<file path="src/rtl/command_retry_queue_top_assert.svh">
// Assertion macros used by the queue RTL.
`ifndef COMMAND_RETRY_QUEUE_TOP_ASSERT_SVH
`define COMMAND_RETRY_QUEUE_TOP_ASSERT_SVH

// Same-cycle implication, switched off while reset is held.
`define CRQ_ASSERT_IMPLY(label, clk_s, rstn_s, ante, cons, msg) \
  label: assert property (@(posedge clk_s) disable iff (!rstn_s) (ante) |-> (cons)) \
    else $error(msg);

// Next-cycle implication, switched off while reset is held.
`define CRQ_ASSERT_NEXT(label, clk_s, rstn_s, ante, cons, msg) \
  label: assert property (@(posedge clk_s) disable iff (!rstn_s) (ante) |=> (cons)) \
    else $error(msg);

`endif

</file>
<file path="src/rtl/crq_pkg.sv">
`default_nettype none

package crq_pkg;

  // Default ring depth.
  localparam int SLOTS_DEF = 8;

  // Configuration port address width: three registers at byte offsets 0, 4 and 8.
  localparam int CFG_AW = 4;

  // Register indexes, taken from paddr[3:2].
  localparam logic [1:0] REG_TIMEOUT = 2'd0;
  localparam logic [1:0] REG_RETRY   = 2'd1;
  localparam logic [1:0] REG_CONFIRM = 2'd2;

  // Register reset values.
  localparam logic [31:0] TIMEOUT_RST = 32'd1000;
  localparam logic [3:0]  RETRY_RST   = 4'd3;
  localparam logic [15:0] CONFIRM_RST = 16'h0100;

  // Action codes of an input word.
  typedef enum logic [1:0] {
    ACT_INSERT   = 2'd0,
    ACT_RESPONSE = 2'd1,
    ACT_POLL     = 2'd2
  } action_t;

  // Slot status codes.
  typedef enum logic [1:0] {
    ST_EMPTY = 2'd0,
    ST_SCHED = 2'd1,
    ST_SENT  = 2'd2
  } slot_st_t;

  // Input word.
  typedef struct packed {
    logic [1:0]  action;
    logic [15:0] cmd_word;
    logic [31:0] now_time;
  } in_item_t;

  // Result word.
  typedef struct packed {
    logic        send_now;
    logic [15:0] send_command;
    logic [2:0]  send_slot;
    logic        is_resend;
    logic        response_ok;
    logic        error_flag;
  } out_item_t;

  // Configuration as seen by the queue.
  typedef struct packed {
    logic [31:0] timeout_ticks;
    logic [3:0]  retry_limit;
    logic [15:0] confirm_mask;
  } cfg_t;

endpackage

`default_nettype wire

</file>
<file path="src/rtl/crq_cfg_regs.sv">
`default_nettype none

module crq_cfg_regs
  import crq_pkg::*;
(
  input  wire logic              clk,
  input  wire logic              rst_n,
  input  wire logic              psel,
  input  wire logic              penable,
  input  wire logic              pwrite,
  input  wire logic [CFG_AW-1:0] paddr,
  input  wire logic [31:0]       pwdata,
  output logic      [31:0]       prdata,
  output logic                   pready,
  output cfg_t                   cfg
);

  logic [31:0] timeout_r;
  logic [3:0]  retry_r;
  logic [15:0] confirm_r;
  logic        wr_en;
  logic [1:0]  reg_idx;

  // The port never inserts wait states.
  assign pready  = 1'b1;
  assign wr_en   = psel && penable && pwrite && pready;
  assign reg_idx = paddr[3:2];

  // Register writes; an address beyond the list is ignored.
  always_ff @(posedge clk) begin
    if (!rst_n) begin
      timeout_r <= TIMEOUT_RST;
      retry_r   <= RETRY_RST;
      confirm_r <= CONFIRM_RST;
    end else if (wr_en) begin
      unique case (reg_idx)
        REG_TIMEOUT: timeout_r <= pwdata;
        REG_RETRY:   retry_r   <= pwdata[3:0];
        REG_CONFIRM: confirm_r <= pwdata[15:0];
        default: begin
        end
      endcase
    end
  end

  // Read data.
  always_comb begin
    unique case (reg_idx)
      REG_TIMEOUT: prdata = timeout_r;
      REG_RETRY:   prdata = {28'd0, retry_r};
      REG_CONFIRM: prdata = {16'd0, confirm_r};
      default:     prdata = 32'd0;
    endcase
  end

  assign cfg.timeout_ticks = timeout_r;
  assign cfg.retry_limit   = retry_r;
  assign cfg.confirm_mask  = confirm_r;

endmodule

`default_nettype wire

</file>
<file path="src/rtl/crq_slot_queue.sv">
`default_nettype none

module crq_slot_queue
  import crq_pkg::*;
#(
  parameter int SLOTS = SLOTS_DEF
)
(
  input  wire logic      clk,
  input  wire logic      rst_n,
  input  wire cfg_t      cfg,
  input  wire logic      in_vld,
  input  wire in_item_t  in_item,
  output logic           out_vld,
  output out_item_t      out_word
);

`include "command_retry_queue_top_assert.svh"

  localparam int IDX_W = $clog2(SLOTS);
  localparam logic [IDX_W-1:0] LAST_IDX = IDX_W'(SLOTS - 1);

  // Slot status is reset; the payload arrays are only read once written.
  slot_st_t          status_r   [SLOTS];
  slot_st_t          status_nxt [SLOTS];
  logic [15:0]       cmd_r      [SLOTS];
  logic [31:0]       start_r    [SLOTS];
  logic [4:0]        retries_r  [SLOTS];
  logic [IDX_W-1:0]  head_r, head_nxt;
  logic [IDX_W-1:0]  tail_r, tail_nxt;
  logic              error_r, error_nxt;
  logic              out_vld_r;
  out_item_t         out_r, res;

  logic [IDX_W-1:0]  head_inc, tail_inc;
  logic [IDX_W+2:0]  head_ext;
  logic [31:0]       due;
  logic [4:0]        retries_new;
  logic              ins_we, poll_we, clear_q;
  logic [SLOTS-1:0]  occ;

  function automatic logic [IDX_W-1:0] wrap_inc(input logic [IDX_W-1:0] idx);
    wrap_inc = (idx == LAST_IDX) ? '0 : idx + IDX_W'(1);
  endfunction

  assign head_inc = wrap_inc(head_r);
  assign tail_inc = wrap_inc(tail_r);
  assign head_ext = (IDX_W + 3)'(head_r);
  assign due      = start_r[head_r] + cfg.timeout_ticks;

  // Occupancy map of the ring.
  always_comb begin
    for (int i = 0; i < SLOTS; i++) begin
      occ[i] = (status_r[i] != ST_EMPTY);
    end
  end

  // Next state and result of the word held in the input register.
  always_comb begin
    status_nxt  = status_r;
    head_nxt    = head_r;
    tail_nxt    = tail_r;
    error_nxt   = error_r;
    ins_we      = 1'b0;
    poll_we     = 1'b0;
    clear_q     = 1'b0;
    retries_new = '0;
    res         = '0;

    if (in_vld) begin
      unique case (in_item.action)
        ACT_INSERT: begin
          if (status_r[tail_r] != ST_EMPTY) begin
            clear_q   = 1'b1;
            error_nxt = 1'b1;
          end else begin
            error_nxt          = 1'b0;
            status_nxt[tail_r] = ST_SCHED;
            ins_we             = 1'b1;
            tail_nxt           = tail_inc;
          end
        end
        ACT_RESPONSE: begin
          if (status_r[head_r] != ST_EMPTY &&
              in_item.cmd_word == (cmd_r[head_r] | cfg.confirm_mask)) begin
            res.response_ok    = 1'b1;
            status_nxt[head_r] = ST_EMPTY;
            head_nxt           = head_inc;
            // The ring has drained once the following slot is empty.
            if (status_r[head_inc] == ST_EMPTY) begin
              clear_q = 1'b1;
            end
          end
        end
        ACT_POLL: begin
          if (status_r[head_r] == ST_SCHED) begin
            // First transmission of the head command.
            poll_we            = 1'b1;
            retries_new        = '0;
            status_nxt[head_r] = ST_SENT;
            res.send_now       = 1'b1;
            res.send_command   = cmd_r[head_r];
            res.send_slot      = head_ext[2:0];
          end else if (status_r[head_r] == ST_SENT) begin
            if (in_item.now_time > due) begin
              if (retries_r[head_r] > {1'b0, cfg.retry_limit}) begin
                // Retries exhausted: give up on the whole ring.
                clear_q   = 1'b1;
                error_nxt = 1'b1;
              end else begin
                poll_we          = 1'b1;
                retries_new      = retries_r[head_r] + 5'd1;
                res.send_now     = 1'b1;
                res.send_command = cmd_r[head_r];
                res.send_slot    = head_ext[2:0];
                res.is_resend    = 1'b1;
              end
            end
          end else if (head_r == tail_r && head_r != '0) begin
            clear_q = 1'b1;
          end
        end
        default: begin
        end
      endcase
    end

    // Queue reset empties every slot and rewinds both pointers.
    if (clear_q) begin
      for (int i = 0; i < SLOTS; i++) begin
        status_nxt[i] = ST_EMPTY;
      end
      head_nxt = '0;
      tail_nxt = '0;
    end

    res.error_flag = error_nxt;
  end

  // Control state.
  always_ff @(posedge clk) begin
    if (!rst_n) begin
      for (int i = 0; i < SLOTS; i++) begin
        status_r[i] <= ST_EMPTY;
      end
      head_r    <= '0;
      tail_r    <= '0;
      error_r   <= 1'b0;
      out_vld_r <= 1'b0;
    end else begin
      status_r  <= status_nxt;
      head_r    <= head_nxt;
      tail_r    <= tail_nxt;
      error_r   <= error_nxt;
      out_vld_r <= in_vld;
    end
  end

  // Slot payload and result register.
  always_ff @(posedge clk) begin
    if (ins_we) begin
      cmd_r[tail_r]     <= in_item.cmd_word;
      start_r[tail_r]   <= '0;
      retries_r[tail_r] <= '0;
    end
    if (poll_we) begin
      start_r[head_r]   <= in_item.now_time;
      retries_r[head_r] <= retries_new;
    end
    out_r <= res;
  end

  assign out_vld  = out_vld_r;
  assign out_word = out_r;

  // A resend is always a transmission.
  `CRQ_ASSERT_IMPLY(a_resend_sends, clk, rst_n, out_vld_r && out_r.is_resend,
                    out_r.send_now, "resend without send")
  // A response and a transmission never come from the same word.
  `CRQ_ASSERT_IMPLY(a_ok_no_send, clk, rst_n, out_vld_r && out_r.response_ok,
                    !out_r.send_now, "send on response")
  // The ring is contiguous from the head: an empty head means an empty ring.
  `CRQ_ASSERT_IMPLY(a_head_empty, clk, rst_n, !occ[head_r], occ == '0,
                    "occupied slot behind empty head")
  // Error is only raised together with a queue reset and cleared by a good insert.
  `CRQ_ASSERT_IMPLY(a_err_empty, clk, rst_n, occ != '0, !error_r,
                    "error set with commands queued")
  // A good insert leaves the ring occupied.
  `CRQ_ASSERT_NEXT(a_insert_fills, clk, rst_n, in_vld && ins_we, occ != '0,
                   "insert lost")

endmodule

`default_nettype wire

</file>
<file path="src/rtl/command_retry_queue_top.sv">
// Command retry queue: a word is taken at every clock edge where start is high.
// The word passes the input register, then the queue update and the result register;
// throughput one word per cycle, busy stays low.
// The result is shown for one cycle only, as the receiver cannot stall.
// Synchronous reset empties all slots, rewinds head and tail to 0, clears the error
// bit and restores the register defaults; no clearing pass is needed.
`default_nettype none

module command_retry_queue_top
  import crq_pkg::*;
#(
  parameter int SLOTS = SLOTS_DEF
)
(
  input  wire logic              clk,
  input  wire logic              rst_n,
  input  wire logic              start,
  output logic                   busy,
  input  wire in_item_t          in_word,
  output logic                   out_strobe,
  output out_item_t              out_word,
  input  wire logic              psel,
  input  wire logic              penable,
  input  wire logic              pwrite,
  input  wire logic [CFG_AW-1:0] paddr,
  input  wire logic [31:0]       pwdata,
  output logic      [31:0]       prdata,
  output logic                   pready
);

  cfg_t     cfg;
  logic     in_vld_r;
  in_item_t in_item_r;

  // Every word is handled in a single pass, so the queue never holds off.
  assign busy = 1'b0;

  // Input register.
  always_ff @(posedge clk) begin
    if (!rst_n) begin
      in_vld_r <= 1'b0;
    end else begin
      in_vld_r <= start && !busy;
    end
  end

  always_ff @(posedge clk) begin
    if (start && !busy) begin
      in_item_r <= in_word;
    end
  end

  crq_cfg_regs u_cfg (
    .clk     (clk),
    .rst_n   (rst_n),
    .psel    (psel),
    .penable (penable),
    .pwrite  (pwrite),
    .paddr   (paddr),
    .pwdata  (pwdata),
    .prdata  (prdata),
    .pready  (pready),
    .cfg     (cfg)
  );

  crq_slot_queue #(
    .SLOTS (SLOTS)
  ) u_queue (
    .clk      (clk),
    .rst_n    (rst_n),
    .cfg      (cfg),
    .in_vld   (in_vld_r),
    .in_item  (in_item_r),
    .out_vld  (out_strobe),
    .out_word (out_word)
  );

endmodule

`default_nettype wire

</file>
<file path="config.mk">
export PLATFORM = sky130hd
export DESIGN_NAME = command_retry_queue_top
export DESIGN_NICKNAME = d
export VERILOG_FILES = /design/src/rtl/crq_pkg.sv /design/src/rtl/crq_cfg_regs.sv /design/src/rtl/crq_slot_queue.sv /design/src/rtl/command_retry_queue_top.sv
export VERILOG_INCLUDE_DIRS = /design/src /design/src/rtl
export SDC_FILE = /design/constraint.sdc
export NUM_CORES = 1
export LEC_CHECK = 0
export CAP_MARGIN = 10
export CORE_MARGIN = 2
export CORE_UTILIZATION = 64
export CTS_CLUSTER_SIZE = 14
export DETAILED_ROUTE_END_ITERATION = 8
export DONT_BUFFER_PORTS = 1
export PLACE_DENSITY_LB_ADDON = 0.1
export SLEW_MARGIN = 20
export SYNTH_ARGS = -nofsm -noshare
export SYNTH_HDL_FRONTEND = slang
export SYNTH_SLANG_ARGS = --single-unit
</file>
<file path="constraint.sdc">
create_clock -name clk -period 10.3 [get_ports clk]
set_input_delay 2.575 -clock clk [delete_from_list [all_inputs] [get_ports clk]]
set_output_delay 2.575 -clock clk [all_outputs]
set_load 0.01 [all_outputs]
</file>
==> metrics.txt, run 1 <==
non-filler instance count after layout 2257; Max rail drop VDD 0.000140 V; P_leak 9.72 nW; Rel. slew slack 38.6%; Antenna Nets Post-Route 0; Min-Delay Path Class reg2reg; share of cells above drive strength 1 15.5%; YS warnings 0; Max-cap violations 0; Hold Path Cell Cnt 2; Critical Path AT 9.05 ns; final slew viol count 0; HP Start u_cfg.timeout_r[20]; Sink Count 577; Remaining Overflow, GRT 0; kind of critical path reg2reg; gr usage total 28.2%; ys flop type edfxtp_1; Critical Path Source Type register; CTS tree yes; Final Hold Viols 0; Pre-antenna DRT Iters 6; initial core utilization 65.0%; flop-to-flop setup slack 1.55 ns; met3 usage 4.72%; Period minus WS final 8.75 ns; Avg Cell Area, Syn 14.9 um2; Tcrit/Tclk final 84.9%; pwr dens 170 nW/um2; DIE HEIGHT 202 um; Rows 72; Via Count 14436; synthesized area 25200 um2; chip width 202 um; most frequent cells in the layout 474 x edfxtp_1, 143 x nand2_1, 100 x dfxtp_1, 91 x mux4_2, 77 x ha_1; CTS Root Cell clkbuf_16; total wire length 56700 um; EDFF count, synth 474; number of global-route vias before repair 14718; Min-Delay Endpoint u_cfg.timeout_r[20]; vias per cell 6.40; Port Buffers 0; GR Util met1 37.7%; clock input transition at the sequential cells of the worst setup and hold paths 0.06 ns; first-pass GRT wire length 86700 um; top achievable clock speed 0.114 GHz; Yosys reg bits 577; post-DP HPWL 35800 um; Resize count post-CTS 0; register area share after synthesis 64.7%; Tot Pwr 4.70 mW; FF-to-FF path depth 23; worst slew pin tran 0.921 ns; Setup Buffers After CTS 0; Finish-stage setup viols 0; area leader, netlist edfxtp_1; Placer Congestion 0.910; n_diodes 0; wire per inst 25.1 um; die area 41000 um2; GR met2 Demand/Resource 47.9%; Hold Buf Count CTS 0; share of the synthesized area in the top cell type 56.5%; CTS H-tree lvls 2; Post-Synthesis Cells 1687; Max clock buf depth 3; First DRT Iteration DRCs 1324; GRT busiest layer met2; placed cells 2153; largest net degree at the start of global routing 57; syn_nets 1857; synth-to-layout area growth 9.59%; critical path required time 10.60 ns; Fin Setup TNS 0 ns; reg-to-reg endpoint u_queue.start_r[4][25]; Crit. End Element register; # IOs 150; CTS buffer count 56; # DRC 0; Critical Path Fanout Max 25; Nets 1863; post-synth cell types 74; clock latency on the worst-skew pair 0.61 ns; commonest non-fill, non-tap cell in the layout edfxtp_1; top post-synthesis cells by area edfxtp_1 57%, dfxtp_1 8.2%, mux4_2 8.1%; asr flop ratio synth 0%; core area 38700 um2; skew final 0.0237 ns; RSZ-0062 raised after global routing no; antenna violations before repair 1; status finished, final reports clean
-- cell type report --
cell class	instances	area (um2)
Tap cell	518	648
Clock buffer	74	1550
Multi-Input combinational cell	1006	8470
Sequential cell	577	16300
Timing Repair Buffer	26	270
Clock inverter	30	256
Fill cell	2497	11100
Inverter	26	97.6
-- routing by layer --
metal / wire length, um / vias up
met3: 3930 / 97
met2: 28300 / 579
met4: 1630 / 0
met5: 0 / -
met1: 22800 / 7283
li1: - / 6477
-- cells by family after synthesis --
group,Yosys count,share of synthesized area [%]
xor+xnor,45,1.56
simple gates,435,8.66
fa+ha+maj,78,3.90
compound gates,241,6.49
buf+inv,104,1.77
other cells,2,0.0298
mux,205,12.9
flops,577,64.7
-- state kept, by name, indices dropped and copies added, names as in the netlist, named ones only --
| register | count |
|---|---|
| u_queue.start_r | 256 |
| u_queue.cmd_r | 128 |
| in_item_r | 50 |
| u_queue.retries_r | 40 |
| u_cfg.timeout_r | 32 |
| u_queue.out_word | 23 |
| u_cfg.confirm_r | 16 |
| u_queue.status_r | 16 |
| u_cfg.retry_r | 4 |
| u_queue.head_r | 3 |
| u_queue.tail_r | 3 |
| in_vld_r | 1 |
| u_queue.error_r | 1 |
| u_queue.out_vld | 1 |
-- stage by stage --
step | cell area (um2) | utilization [%] | setup slack (ns) | hold WS (ns)
2_1_floorplan | 25200 | - | 2.24 | 0.452
3_3_place_gp | 25800 | 66.6 | 1.58 | 0.472
3_5_place_dp | 25800 | 66.6 | 1.57 | 0.479
4_1_cts | 27600 | 71.2 | 1.52 | 0.488
5_1_grt | 27600 | 71.3 | 1.09 | 0.512
6_report | 27600 | 71.3 | 1.55 | 0.487
-- worst max-delay path, cell delays in order (launching register included) --
cell and delay (ns):
dfxtp_4 0.68, buf_4 0.53, mux4_2 0.56, mux2_2 0.29, ha_1 0.35, and4_1 0.23
o21a_1 0.11, o31ai_1 0.11, a31oi_1 0.33, a22oi_1 0.35, a21oi_1 0.16, a41o_1 0.30
o41ai_1 0.32, xor2_1 0.12, ha_1 0.31, nand4_1 0.29, or4_1 0.69, or3_1 0.40
o211ai_1 0.30, nand2_1 0.13, o21a_1 0.32, nor2_4 0.49, mux2_2 0.75, buf_12 0.28
-- power breakdown --
group | switching (mW) | total (mW) | leakage, nW | internal (mW)
clock network | 0.858 | 2.00 | 0.896 | 1.14
registers | 0.0293 | 2.56 | 5.61 | 2.53
logic | 0.0842 | 0.143 | 3.21 | 0.0593
total | 0.971 | 4.70 | 9.72 | 3.73
-- synth_stat cells, types with 37 or more instances --
master,n
nor2_1,77
a21boi_0,42
dfxtp_1,103
ha_1,77
and2_1,60
edfxtp_1,474
o21ai_0,37
mux2i_1,71
clkbuf_1,50
nand2_1,143
a21oi_1,59
mux2_2,42
mux4_2,91
-- how the worst max path moves through the flow --
stage               startpoint                      end  slack [ns]
floorplan             register  u_queue.retries_r[3][0]        2.24
global placement      register   u_queue.start_r[6][30]        1.58
detailed placement    register   u_queue.start_r[4][28]        1.57
CTS                   register    u_queue.start_r[4][4]        1.52
global route          register   u_queue.start_r[4][25]        1.09
finish                register   u_queue.start_r[4][25]        1.55
No activity file was read; power rests on OpenSTA's default activity.
==> run 2, diff against run 1 <==
==> constraint.sdc (replaced) <==
create_clock -name clk -period 9.15 [get_ports clk]
set_input_delay 2.2875 -clock clk [delete_from_list [all_inputs] [get_ports clk]]
set_output_delay 2.2875 -clock clk [all_outputs]
set_load 0.01 [all_outputs]
==> run 2 against run 1 <==
  * Maximum frequency rose by 7.4%
  * Routed wire length fell by 0.76%
  * Power rose by 13%
==> metrics.txt, run 2 (synthesis gave the netlist of run 1 again) <==
status finished, final reports clean (unchanged); first-pass GRT wire length 85200 um (was 86700 um); Tot Pwr 5.30 mW (was 4.70 mW); antenna violations before repair 0 (was 1); Largest regs u_queue.start_r: 256 flops, u_queue.cmd_r: 128 flops, in_item_r: 50 flops (unchanged); most used cell, CP buf_4; flop-to-flop setup slack 1.00 ns (was 1.55 ns); wire per inst 24.8 um (was 25.1 um); die area 41000 um2 (unchanged); sequential power share 54.5% (about the same); First DRT Iteration DRCs 1191 (was 1324); commonest non-fill, non-tap cell in the layout edfxtp_1 (unchanged); Min-Delay Endpoint u_queue.status_r[6] (was u_cfg.timeout_r[20]); P_sw 1.07 mW (was 0.971 mW); synth-to-layout area growth 10.0% (was 9.59%); Worst path slowest cell dfxtp_4 (was mux2_2); CTS buffer count 55 (was 56); DIE HEIGHT 202 um (unchanged); Pint 4.23 mW (was 3.73 mW); Largest register FFs 256 (unchanged); total wire length 56200 um (was 56700 um); vias per cell 6.35 (was 6.40); delay-heaviest family, CP compound AO/OA/AOI/OAI gates (unchanged); Comb power frac 3.0% (about the same); most frequent cells in the layout 474 x edfxtp_1, 143 x nand2_1, 100 x dfxtp_1, 91 x mux4_2 (was 474 x edfxtp_1, 143 x nand2_1, 100 x dfxtp_1, 91 x mux4_2, 77 x ha_1); Sw Ratio 20.2% (was 20.7%); Rel. slew slack 24.1% (was 38.6%); Worst Path Buf+Inv 4 (was 2); critical path required time 9.44 ns (was 10.60 ns); Critical Path Source Type register (unchanged); clock input transition at the sequential cells of the worst setup and hold paths 0.06 ns (about the same); # IOs 150 (unchanged); Remaining Overflow, GRT 0 (unchanged); Finish-stage setup viols 0 (unchanged); gr usage total 27.9% (was 28.2%); post-DP HPWL 36100 um (was 35800 um); Rows 72 (unchanged); Hold Path Cell Cnt 2 (unchanged); Sink Count 577 (unchanged); Crit. End Element register (unchanged); Tcrit/Tclk final 89.0% (was 84.9%); Port Buffers 0 (unchanged); Hold Buf Count CTS 0 (unchanged); Via Count 14396 (was 14436); Resize count post-CTS 0 (unchanged); Max rail drop VDD 0.000160 V (was 0.000140 V); kind of critical path reg2reg (unchanged); initial core utilization 65.0% (unchanged); CTS tree yes (unchanged); final slew viol count 0 (unchanged); Setup Buffers After CTS 0 (unchanged); worst slew pin tran 1.13 ns (was 0.921 ns); # DRC 0 (unchanged); skew final 0.0158 ns (was 0.0237 ns); CTS Root Cell clkbuf_16 (unchanged); Critical Path Fanout Max 30 (was 25); Period minus WS final 8.15 ns (was 8.75 ns); RSZ-0062 raised after global routing no (unchanged); Min-Delay Path Class reg2reg (unchanged); n_diodes 0 (unchanged); CTS H-tree lvls 2 (unchanged); share of cells above drive strength 1 15.9% (was 15.5%); CP peak stage delay 0.74 ns (was 0.75 ns); most flop-heavy register u_queue.start_r (unchanged); Placer Congestion 0.902 (was 0.910); Final Hold Viols 0 (unchanged); Max clock buf depth 3 (unchanged); Max-cap violations 0 (unchanged); Fin Setup TNS 0 ns (unchanged); Critical Path AT 8.44 ns (was 9.05 ns); Nets 1873 (was 1863); chip width 202 um (unchanged); HP Start u_queue.status_r[6] (was u_cfg.timeout_r[20]); Antenna Nets Post-Route 0 (unchanged); largest net degree at the start of global routing 57 (unchanged); final core utilization 71.5% (was 71.3%); reg-to-reg endpoint u_queue.start_r[0][11] (was u_queue.start_r[4][25]); worst hold margin 0.487 ns (about the same); P_leak 9.77 nW (was 9.72 nW); top achievable clock speed 0.123 GHz (was 0.114 GHz); pwr dens 191 nW/um2 (was 170 nW/um2); FF-to-FF path depth 26 (was 23); clock latency on the worst-skew pair 0.60 ns (was 0.61 ns); core area 38700 um2 (unchanged); number of global-route vias before repair 14396 (was 14718); Pre-antenna DRT Iters 5 (was 6); power share of the clock group 42.5% (about the same)
[run 2: cell types whose count changed in the layout (fill, tap and decap cells not counted), moves of 4 or more]
cell,before,now
clkinv_2,16,11
buf_4,20,28
clkbuf_16,59,55
clkbuf_8,2,8
[run 2: area by class of cell]
type / count / area (um2)
clock buffers: 73 / 1520
clock inverters: 29 / 272
fillers: 2481 / 11000
inverters: 26 / 97.6
multi-input cells: 1006 / 8480
flip-flops and latches: 577 / 16300
well taps: 518 / 648
repair buffers: 37 / 390
[run 2: worst max-delay path by stage]
stage / slack, ns / startpoint / endpoint / cells past startpoint
after floorplan: 1.09 / register / u_queue.retries_r[3][0] / 30
after global placement: 1.15 / register / u_queue.start_r[0][1] / 25
after detailed placement: 1.04 / register / u_queue.start_r[0][11] / 25
after CTS: 1.01 / register / u_queue.start_r[0][11] / 25
after global routing: 0.53 / register / u_queue.start_r[0][11] / 25
final: 1.00 / register / u_queue.start_r[0][11] / 26
[run 2: per-layer routing]
layer / track usage [%] / vias to the layer above / wire (um)
li1: - / 6472 / -
met1: 38.3 / 7258 / 22700
met2: 45.9 / 566 / 27700
met3: 5.19 / 100 / 4290
met4: 8.50 / 0 / 1530
met5: 0 / - / 0
[run 2: stage by stage]
stage / cell area [um2] / worst slack [ns] / cells
floorplan: 25200 / 1.09 / 1687
global placement: 25900 / 1.15 / 2164
detailed placement: 25900 / 1.04 / 2164
CTS: 27700 / 1.01 / 2266
global route: 27700 / 0.531 / 2266
finish: 27700 / 1.00 / 2266
[run 2: power groups by stage]
| stage | Clock [mW] | Combinational [mW] | Sequential, mW |
|---|---|---|---|
| final | 2.25 | 0.160 | 2.89 |
| after global routing | 2.39 | 0.179 | 2.89 |
| after CTS | 2.29 | 0.159 | 2.89 |
| after detailed placement | 0 | 0.158 | 2.94 |
| after global placement | 0 | 0.154 | 2.94 |
| after floorplan | 0 | 0.127 | 2.93 |
[run 2: worst min-delay path, delay by kind of cell (launching register included)]
| family | cells | cell delay [ns] |
|---|---|---|
| flip-flops | 1 | 0.32 |
| AO/OA/AOI/OAI | 2 | 0.12 |
